File: src/rtl/rsd_sqrt.sv
`timescale 1ns / 1ps
// ---------------------------------------------------------------------------
// Pipelined integer square root
// Digit-by-digit floor square root, one result bit per register stage,
// with a sideband word that travels alongside.
// ---------------------------------------------------------------------------
module rsd_sqrt #(
	parameter int ROOT_W = 16,
	parameter int SIDE_W = 1
) (
	input  logic                  clk,
	input  logic [ROOT_W-1:0]     en,
	input  logic [2*ROOT_W-1:0]   rad,
	input  logic [SIDE_W-1:0]     side_in,
	output logic [ROOT_W-1:0]     root,
	output logic [SIDE_W-1:0]     side_out
);

	localparam int RAD_W = 2 * ROOT_W;
	localparam int REM_W = ROOT_W + 2;

	logic [RAD_W-1:0]  rad_s   [ROOT_W];
	logic [REM_W-1:0]  rem_s   [ROOT_W];
	logic [ROOT_W-1:0] root_s  [ROOT_W];
	logic [SIDE_W-1:0] side_s  [ROOT_W];

	logic [RAD_W-1:0]  rad_cur  [ROOT_W];
	logic [REM_W-1:0]  rem_cur  [ROOT_W];
	logic [ROOT_W-1:0] root_cur [ROOT_W];
	logic [SIDE_W-1:0] side_cur [ROOT_W];
	logic [REM_W-1:0]  trial_rem [ROOT_W];
	logic [REM_W-1:0]  trial     [ROOT_W];
	logic [ROOT_W-1:0] fits;

	always_comb begin
		rad_cur[0]  = rad;
		rem_cur[0]  = '0;
		root_cur[0] = '0;
		side_cur[0] = side_in;
		for (int k = 1; k < ROOT_W; k++) begin
			rad_cur[k]  = rad_s[k-1];
			rem_cur[k]  = rem_s[k-1];
			root_cur[k] = root_s[k-1];
			side_cur[k] = side_s[k-1];
		end
	end

	// Bring down the next two radicand bits and try 4*root+1
	always_comb begin
		for (int k = 0; k < ROOT_W; k++) begin
			trial_rem[k] = {rem_cur[k][REM_W-3:0], rad_cur[k][RAD_W-1 -: 2]};
			trial[k]     = {root_cur[k], 2'b01};
			fits[k]      = trial_rem[k] >= trial[k];
		end
	end

	always_ff @(posedge clk) begin
		for (int k = 0; k < ROOT_W; k++) begin
			if (en[k]) begin
				rad_s[k]  <= rad_cur[k] << 2;
				rem_s[k]  <= fits[k] ? (trial_rem[k] - trial[k]) : trial_rem[k];
				root_s[k] <= {root_cur[k][ROOT_W-2:0], fits[k]};
				side_s[k] <= side_cur[k];
			end
		end
	end

	assign root     = root_s[ROOT_W-1];
	assign side_out = side_s[ROOT_W-1];

endmodule

File: config.mk
export PLATFORM = sky130hd
export DESIGN_NAME = rsd_sqrt
export DESIGN_NICKNAME = d
export VERILOG_FILES = /design/src/rtl/rsd_sqrt.sv
export SDC_FILE = /design/constraint.sdc
export NUM_CORES = 1
export LEC_CHECK = 0
export ABC_AREA = 1
export ABC_CLOCK_PERIOD_IN_PS = 2300
export BUFFER_PORTS_ARGS = -buffer_cell sky130_fd_sc_hd__buf_4
export CORE_ASPECT_RATIO = 0.6
export CORE_UTILIZATION = 35
export DETAILED_ROUTE_END_ITERATION = 6
export GPL_TIMING_DRIVEN = 0
export HOLD_SLACK_MARGIN = 0.03
export PLACE_DENSITY_LB_ADDON = 0.05
export SLEW_MARGIN = 0
export SYNTH_ARGS = -nofsm -noshare
export SYNTH_HDL_FRONTEND = slang
export SYNTH_SLANG_ARGS = --single-unit
File: constraint.sdc
create_clock -name clk -period 2.3 [get_ports clk]
set_input_delay 0.46 -clock clk [delete_from_list [all_inputs] [get_ports clk]]
set_output_delay 0.46 -clock clk [all_outputs]
set_load 0.02 [all_outputs]
==> impl_results.md <==
- Standard-cell rows: 84
- DIE WIDTH: 390 um
- Global routing usage on met2: 21.6%
- Drt initial violations: 1866
- Longest Clk Path Bufs: 3
- Met1 usage: 33.3%
- First-pass GRT wire length: 127000 um
- Depth of the CTS H-tree: 3
- Post-synth EDFFs: 616
- Pleak: 16.4 nW
- Util after Layout: 42.1%
- Total CTS buffers: 66
- Initial Util: 35.7%
- Worst r2r src: root_s[1][59]
- FF/Latch Area: 18500 sq um
- Hold depth: 3
- Fin crit share: 97.8%
- Post-Synthesis Cells: 3258
- Reg2reg path depth: 11
- Final hold violation count: 0
- Post-DP HPWL: 63300 um
- Gr busiest metal: met1
- Die height: 235 um
- CP Capture Type: flip-flop
- Minimum clock period: 2.25 ns
- CP Max Fanout: 5
- Vias post-DR: 22300
- CTS tree: done
- Largest net degree at the start of global routing: 47
- Hold-critical path endpoint: rem_s[0][1]
- CTS sink cnt: 616
- Congestion Overflow GR: 0
- Layout cells sized above 1: 12.1%
- Worst Max-Slew Pin Slew: 0.742 ns
- Syn. warnings: 0
- Antenna-violating nets left: 0
- Die area: 91300 sq um
- Place WS: -0.138 ns
- # nets final: 3674
- WHS: 0.0889 ns
- VDD IR max: 0.409 mV
- Initial antenna violation count: 2
- WL final: 84700 um
- Area Overhead vs Synth: 18.0%
- Placed inst area: 33500 sq um
- CP arrival: 2.63 ns
- Core box area: 88400 sq um
- Critical Path Source Type: flip-flop
- Port Buffer Count: 66
- Max Slew Vio Count: 0
- DR WL/cell: 17.9 um
- Post-synth cell types: 47
- Diodes inserted: 0
- Setup Crit Path Kind: flip-flop to flip-flop
- Clk pin slew, worst setup/hold paths: 0.06 ns
- Main flop type after synthesis: edfxtp_1
- Final setup viols: 0
- Required time of the critical path: 2.68 ns
- Status: completed
- Syn Area/Cell: 9.68 sq um
- Vias in the first global route: 20600
- Layout fillers: 8613
- HP Start: rad[30]
- Multi-input gate area: 11400 sq um
- Met3 usage: 2.67%
- Final instance area: 37200 sq um
- Syn_nets: 3460
- Share of synthesized registers carrying an async set or reset: 0%
- HP Class: input pin to flip-flop
- DRC viols: 0
- Pwr per Cell Area: 853 nW/um^2
- Total power: 31.7 mW
- Drt pass-1 iters: 6
- DR vias/cell: 4.72
- I/O pin count: 67
- Max-cap violations: 0
- Slew HR: 50.5%
- Fmax: 0.445 GHz
- RSZ-0062 raised after global routing: true
- CTS root buffer: clkbuf_16
- #FFs+latches synth: 616
- Gr usage total: 18.6%
- R2r setup slk: 0.05 ns
- Clk_lat worst skew: 0.66 ns
- Clock skew: 0.0253 ns
- RePlAce Congestion: 0.907
- Final WS setup: 0.0509 ns
- Mapped cell area: 31500 sq um
- R2R Path End: rem_s[1][82]
- Post-synthesis sequential area ratio: 58.7%
-- synth_stat cells, types with 3 or more instances --
master    count  area share, %
a21oi_1      97            1.5
buf_2         4          0.063
nand2_2      14           0.28
nor2_4        4           0.14
xor2_1       56            1.6
nand3b_1     25           0.60
buf_4         3          0.071
inv_1       574            6.8
nand2_4       8           0.29
o21ai_1       7           0.11
a21oi_2      14           0.39
nand3_1     201            3.2
nor3_1       27           0.43
nor2_1      203            2.4
and3_1        6           0.12
nand4_1      52            1.0
ha_1        152            6.0
xnor2_1      24           0.67
buf_6        16           0.57
nand2_1    1007             12
o21ai_2       9           0.25
and2_1        7           0.14
inv_2        10           0.12
edfxtp_1    616             59
nand3_2      11           0.35
o21ai_0      64            1.0
or2_2        10           0.20
o21bai_1      3          0.071
nor2_2       11           0.22
-- metal layers --
metal  share of wire (%)  vias up  wire length (um)
li1                    -    11100                 -
met1                  60    10600             50600
met2                  34      523             28400
met3                 5.1       85              4310
met4                 1.6        0              1360
met5                   0        -                 0
-- how the worst max path moves through the flow --
| stage | start | to | slack (ns) | cells after the start |
|---|---|---|---|---|
| 2_1_floorplan | rem_s[0][55] | rem_s[0][75] | 0.46 | 10 |
| 3_3_place_gp | root_s[1][74] | rem_s[1][104] | -0.15 | 12 |
| 3_5_place_dp | root_s[0][33] | rem_s[0][56] | -0.14 | 9 |
| 4_1_cts | rem_s[1][63] | rem_s[1][83] | 0.003 | 11 |
| 5_1_grt | root_s[1][32] | rem_s[1][54] | -0.05 | 12 |
| 6_report | root_s[1][59] | rem_s[1][82] | 0.05 | 11 |
-- through the flow --
stage	TNS [ns]	std cells
3_3_place_gp	-3.43	4528
2_1_floorplan	0	3258
6_report	0	4723
3_5_place_dp	-2.18	4528
4_1_cts	0	4697
5_1_grt	-0.0533	4723
-- critical path: stages, from the launching register on --
cell      delay, ns
edfxtp_1       0.48
inv_1          0.10
ha_2           0.32
nand2_4        0.11
inv_2          0.04
nand2_1        0.05
nand3_1        0.10
a21oi_4        0.17
nand3_4        0.18
buf_4          0.21
nand3_1        0.13
nand2_1        0.09
-- cells in the final DEF (no fill, tap or decap), types with 9 or more instances in the layout --
cell           synthesis  layout
inv_1                574     572
nand2_4                8       9
dlygate4sd3_1          0      31
o21ai_1                7      12
xor2_1                56      56
nand2_2               14      21
o21ai_2                9      12
a21oi_2               14      18
ha_2                   0      16
nor2_4                 4      11
or2_2                 10      10
clkbuf_1               0      15
ha_4                   0      42
nand3_2               11      11
o21ai_0               64      56
buf_4                  3     116
ha_1                 152      94
nand3_1              201     198
nor3_1                27      27
a21oi_1               97      92
buf_6                 16      18
clkbuf_16              0      67
xnor2_1               24      24
nor2_1               203     187
nand4_1               52      52
nand3b_1              25      25
nand2_1             1007     997
inv_2                 10       9
edfxtp_1             616     616
nor2_2                11      20
-- layout make-up --
type,count,share of cell area (%)
timing repair buffer,147,3.21
tap,1204,4.05
buffer,23,0.646
inverter,586,5.95
clock inverter,33,1.19
multi-input combinational,2032,30.6
sequential,616,49.7
clock buffer,82,4.66
-- where the power goes --
part           switching (mW)  internal (mW)  total [mW]
Combinational            4.05           2.25        6.31
Sequential              0.770           13.8        14.6
Clock                    4.62           6.21        10.8
Total                    9.45           22.3        31.7
-- flip-flops by register name, indices dropped and copies added (netlist names) --
name and flops:
rad_s 240, rem_s 224, root_s 136, side_s 16
-- what timing repair did --
action,4_1_cts,5_1_grt
pin swaps,2,13
gates cloned,0,0
endpoints found under the setup margin,55,131
hold buffers,31,0
endpoints found under the hold margin,31,0
resized for setup,23,117
setup buffers,23,27
-- cells by family after synthesis --
group	after synthesis	share of synthesized area, %
xor gates and xnor gates	80	2.22
adders and majority gates	152	6.03
AOI/OAI and AO/OA	206	3.73
buffers and inverters	610	7.75
DFF	616	58.7
other	1	0.0119
and+or+nand+nor	1593	21.6
(Power assumes the default switching activity.)
