**config.mk**
```make
export PLATFORM = sky130hd
export DESIGN_NAME = rsd_div
export DESIGN_NICKNAME = d
export VERILOG_FILES = /design/src/rtl/rsd_div.sv
export SDC_FILE = /design/constraint.sdc
export NUM_CORES = 1
export LEC_CHECK = 0
export ABC_AREA = 1
export BUFFER_PORTS_ARGS = -buffer_cell sky130_fd_sc_hd__buf_2
export CAP_MARGIN = 20
export CORE_MARGIN = 5
export CORE_UTILIZATION = 58
export DETAILED_ROUTE_END_ITERATION = 10
export PLACE_DENSITY = 0.77
export SYNTH_ARGS = -nofsm -noshare
export SYNTH_HDL_FRONTEND = slang
export SYNTH_SLANG_ARGS = --single-unit
```
**constraint.sdc**
```tcl
create_clock -name clk -period 1.81 [get_ports clk]
set_input_delay 0.0905 -clock clk [delete_from_list [all_inputs] [get_ports clk]]
set_output_delay 0.0905 -clock clk [all_outputs]
set_load 0.01 [all_outputs]
```
**src/rtl/rsd_div.sv**
```systemverilog
`timescale 1ns / 1ps
// ---------------------------------------------------------------------------
// Pipelined restoring divider
// One quotient bit per register stage. The numerator shifted down by Q_W
// must be below the divisor, so the quotient fits in Q_W bits.
// ---------------------------------------------------------------------------
module rsd_div #(
	parameter int NUM_W  = 32,
	parameter int DEN_W  = 16,
	parameter int Q_W    = 16,
	parameter int SIDE_W = 1
) (
	input  logic              clk,
	input  logic [Q_W-1:0]    en,
	input  logic [NUM_W-1:0]  num,
	input  logic [DEN_W-1:0]  den,
	input  logic [SIDE_W-1:0] side_in,
	output logic [Q_W-1:0]    quo,
	output logic [SIDE_W-1:0] side_out
);

	localparam int REM_W = DEN_W + 1;

	logic [REM_W-1:0]  rem_s  [Q_W];
	logic [Q_W-1:0]    low_s  [Q_W];
	logic [DEN_W-1:0]  den_s  [Q_W];
	logic [SIDE_W-1:0] side_s [Q_W];

	logic [REM_W-1:0]  rem_cur  [Q_W];
	logic [Q_W-1:0]    low_cur  [Q_W];
	logic [DEN_W-1:0]  den_cur  [Q_W];
	logic [SIDE_W-1:0] side_cur [Q_W];
	logic [REM_W-1:0]  trial    [Q_W];
	logic [Q_W-1:0]    fits;

	always_comb begin
		rem_cur[0]  = REM_W'(num >> Q_W);
		low_cur[0]  = num[Q_W-1:0];
		den_cur[0]  = den;
		side_cur[0] = side_in;
		for (int k = 1; k < Q_W; k++) begin
			rem_cur[k]  = rem_s[k-1];
			low_cur[k]  = low_s[k-1];
			den_cur[k]  = den_s[k-1];
			side_cur[k] = side_s[k-1];
		end
	end

	always_comb begin
		for (int k = 0; k < Q_W; k++) begin
			trial[k] = {rem_cur[k][REM_W-2:0], low_cur[k][Q_W-1]};
			fits[k]  = trial[k] >= {1'b0, den_cur[k]};
		end
	end

	// Low word shifts numerator bits out and quotient bits in
	always_ff @(posedge clk) begin
		for (int k = 0; k < Q_W; k++) begin
			if (en[k]) begin
				rem_s[k]  <= fits[k] ? (trial[k] - {1'b0, den_cur[k]}) : trial[k];
				low_s[k]  <= {low_cur[k][Q_W-2:0], fits[k]};
				den_s[k]  <= den_cur[k];
				side_s[k] <= side_cur[k];
			end
		end
	end

	assign quo      = low_s[Q_W-1];
	assign side_out = side_s[Q_W-1];

endmodule

```
==> results_dict.tcl, run 1 <==
set metrics [dict create \
    status "aborted with a tool error" \
    lastStage "global routing" \
    stop_error "[ERROR GRT-0232] Routing congestion too high. Check the congestion heatmap in the GUI." \
    seq_area_frac_synth 0.526 \
    syn-num-nets 5214 \
    grt_repair_worst_endpoint "rem_s[1][54]$_DFFE_PP_/D" \
    synth_cell_type_count 41 \
    clockBufferDepth 3 \
    numCtsBuffers 80 \
    endpoint_type "register input" \
    syn-cell-area_um2 42900 \
    cts_root_buf "clkbuf_16" \
    dpl.cell_count 6802 \
    clock_sinks 752 \
    dp_hpwl_mm 89.8 \
    overflow 25 \
    synth-edff-count 752 \
    async_flop_share 0 \
    synth_area_leaders "edfxtp_1 (53%), nand2_1 (15%), inv_1 (8.0%)" \
    io_pins 83 \
    die_w_um 282 \
    syn_inst 4877 \
    yosys.area.top_type "edfxtp_1" \
    ys_ff_latch 752 \
    synth_top_cell_area_share 0.526 \
    grt_usage 0.625 \
    place_area_um2 53000 \
    grt_max_degree 50 \
    yosysWarningCount 0 \
    syn_avg_cell_area_um2 8.80 \
    rows 99 \
    ctsHtreeMaxLevel 3 \
    port_buffers 82 \
    die_y_um 282 \
    start_util 0.586 \
    pre_cts_ws_ns -0.356 \
    synth-main-ff-cell "edfxtp_1" \
    place.gp.congestion 0.951 \
]
-- metrics by stage --
stage                      util  setup TNS, ns  hold slack (ns)
after global placement    0.724         -44.26            0.267
after detailed placement  0.724         -53.45            0.269
after CTS                 0.847         -36.12           0.0421
after floorplan               -          -2.00            0.189
-- cells by family after synthesis --
logic type	Yosys count	share of synthesized area
adder cells (fa/ha/maj)	271	0.0816
XOR/XNOR	98	0.0200
AND/OR/NAND/NOR	2602	0.260
flip-flops	752	0.526
AO/OA/AOI/OAI	180	0.0219
buffers and inverters	974	0.0904
-- cell usage after synthesis, types with 17 or more instances --
library cell and n:
nand2_1 1763, inv_1 914, edfxtp_1 752, nand3_1 375, ha_1 256, nor2_1 197, a21oi_1 138, nand4_1 69
xor2_1 66, nor3_1 46, nand3b_1 38, xnor2_1 32, buf_2 21, nand2_4 17, nor2_2 17, o21ai_0 17
-- repair_timing --
| action | 4_1_cts |
|---|---|
| setup endpoints to repair | 238 |
| resized for setup | 839 |
| pin swaps | 352 |
| hold endpoints to repair | 601 |
| hold buffers | 64 |
| setup buffers | 268 |
| cloned | 33 |
-- metal layers --
layer,track usage,GRT overflow
met5,0.148,0
met4,0.618,11
met3,0.426,4
met2,0.828,10
met1,0.626,0
==> run 2, diff against run 1 <==
CORE_UTILIZATION = 40   (was 58)
PLACE_DENSITY = default   (was 0.77)
PLACE_DENSITY_LB_ADDON = 0.15   (was default)
clock period = 2.4 ns   (was 1.81 ns; I/O delays follow)
==> run 2 against run 1 <==
Net effect:
- synthesized area unchanged
- the run now ends clean
- synthesized cell count unchanged
==> results_dict.tcl, run 2 <==
set metrics [dict create \
    ir_drop_mv 0.574 \
    rr_startpoint "rem_s[1][9]$_DFFE_PP_" \
    overflow 0 \
    synth_xor_area_frac 0.0200 \
    min-delay-start "en[5]" \
    die_y_um 338 \
    grt_pass1_vias 30500 \
    syn-num-nets 5214 \
    syn_avg_cell_area_um2 8.80 \
    antenna_found_initial 1 \
    muxShareOfSynthArea 0 \
    fill_cells 10400 \
    slew_viol_final 0 \
    core_um2 107000 \
    synthTopCellsByCount "nand2_1 (1763), inv_1 (914), edfxtp_1 (752)" \
    synth_area_leaders "edfxtp_1 (53%), nand2_1 (15%), inv_1 (8.0%)" \
    synth_top_family_by_area "simple AND/OR/NAND/NOR gates" \
    synth_cell_type_count 41 \
    clockBufferDepth 3 \
    fin_util 0.460 \
    design_area_um2 49200 \
    final_cell_mix "nand2_1 (1762), inv_1 (913), edfxtp_1 (752)" \
    grt_max_degree 50 \
    synth-edff-count 752 \
    grt_pass1_wl_mm 169 \
    n_antenna_cell 0 \
    setup_viol 0 \
    largest_reg_flops 256 \
    drtAntennaViolNets 0 \
    routed_via_density 4.73 \
    cts_root_buf "clkbuf_16" \
    vias 31400 \
    reg_top3 "low_s (256), den_s (240), rem_s (240)" \
    synth_top_cell_area_share 0.526 \
    final_nets 5509 \
    yosysWarningCount 0 \
    layout_commonest_cell "nand2_1" \
    yosys.area.top_type "edfxtp_1" \
    port_buffers 82 \
    worstSetupEndpointType "flop" \
    syn-cell-area_um2 42900 \
    wirelength_mm 109 \
    dpl.cell_count 6412 \
    rows 120 \
    status "completed" \
    drt_iter0_drc 2064 \
    yosysMostFrequentCell "nand2_1" \
    regMostFlops "low_s" \
    seq_area_frac_synth 0.526 \
    min_period_ns 2.28 \
    crit_arrival_ns 2.68 \
    drv_cap 0 \
    fin_worst_skew_ns 0.0274 \
    grt_usage 0.191 \
    die_w_um 338 \
    cp.required_ns 2.80 \
    slew-limit-headroom 0.528 \
    drive_gt1_frac 0.0855 \
    place.gp.congestion 0.894 \
    start_util 0.402 \
    synth-main-ff-cell "edfxtp_1" \
    fmaxAchievable_ghz 0.439 \
    insertion_delay_ns 0.67 \
    fin_tns_setup_ns 0 \
    worstMarginPinSlew_ns 0.709 \
    dp_hpwl_mm 86.0 \
    top_usage_layer "met2" \
    synthAdderAreaFrac 0.0816 \
    synth_compound_area_frac 0.0219 \
    io_pins 83 \
    ctsHtreeMaxLevel 3 \
    met1_usage 0.244 \
    final_cells 6645 \
    wl_per_cell_um 16.4 \
    drcViolationCount 0 \
    area_growth_pct 14.5 \
    rsz0062_at_grt "no" \
    ys_ff_latch 752 \
    worstPathMaxFanout 11 \
    power_density_nw_per_um2 1180 \
    hold_viol 0 \
    met3_usage 0.0262 \
    clk_pin_slew_worst_paths_ns 0.06 \
    place_area_um2 45500 \
    async_flop_share 0 \
    startpoint "rem_s[1][9]$_DFFE_PP_" \
    numCtsBuffers 88 \
    hold_path.class "in2reg" \
    crit_type "reg2reg" \
    dieArea_um2 114000 \
    drt_pass1_iterations 5 \
    cp-start-kind "flop" \
    syn_inst 4877 \
    timing.final.crit_share 0.950 \
    cts_tree "done" \
    grtUsageMet2 0.334 \
    clock_sinks 752 \
    yosys.area_share.simple 0.260 \
    leakagePower_nw 24.1 \
]
==> run 2: cell counts after synthesis <==
Identical to the previous run, type by type.
==> run 2: layer usage <==
layer	vias up	share of wire	routed length [um]
met2	597	0.49	53200
li1	16300	-	-
met5	-	0	0
met1	14400	0.44	47600
met4	0	0.034	3750
met3	185	0.039	4260
==> run 2: cells by family (layout without fill, tap and decap cells) <==
group,count (synthesis),in the layout
XOR/XNOR,98,98
adder cells (fa/ha/maj),271,271
AO/OA/AOI/OAI,180,180
flip-flops,752,752
buffers and inverters,974,1339
AND/OR/NAND/NOR,2602,2602
==> run 2: per-stage QoR <==
stage / total power [mW] / hold slack, ns / worst slack [ns]
floorplan: 37.7 / 0.219 / 0.478
global placement: 44.9 / 0.297 / 0.0619
detailed placement: 44.9 / 0.300 / 0.0346
CTS: 58.2 / 0.0748 / 0.0233
global route: 62.8 / 0.102 / 0.00190
finish: 58.0 / 0.112 / 0.121
==> run 2: area by class of cell <==
cell class	count	area, um2	area share
Inverter	921	3460	0.0704
Clock inverter	66	551	0.0112
Multi-Input combinational cell	3151	16600	0.337
Timing Repair Buffer	258	2020	0.0411
Clock buffer	94	2220	0.0453
Sequential cell	752	22600	0.459
Tap cell	1403	1760	0.0357
==> run 2: worst paths after layout <==
| path | end | slack (ns) | cells past startpoint |
|---|---|---|---|
| worst max-delay path | rem_s[1][31]$_DFFE_PP_ | 0.12 | 9 |
| worst min register to register | low_s[0][31]$_DFFE_PP_ | 0.40 | 0 |
| worst max register to register | rem_s[1][31]$_DFFE_PP_ | 0.12 | 9 |
| worst min-delay path | low_s[0][95]$_DFFE_PP_ | 0.11 | 2 |
==> run 2: what timing repair did <==
action                                  in CTS  in global routing
hold buffers                                59                  0
endpoints found under the setup margin       0                112
gates resized for setup                      0                 24
setup buffers                                0                 14
endpoints found under the hold margin      302                  0
==> run 2: where the power goes <==
part / internal (mW) / switching (mW) / leakage, nW
Sequential: 18.4 / 1.88 / 7.37
Combinational: 8.91 / 16.0 / 15.4
Clock: 7.32 / 5.53 / 1.34
Total: 34.6 / 23.4 / 24.1
==> run 2: worst max-delay path: stages, from the launching register on <==
cell and delay, ns:
edfxtp_1 0.47, ha_1 0.40, nand2_1 0.13, nor2_1 0.17
nand2_1 0.11, o21ai_2 0.20, nor2_4 0.09, buf_4 0.20
nand3_1 0.12, nand2_1 0.10
No activity file was read; power rests on OpenSTA's default activity.
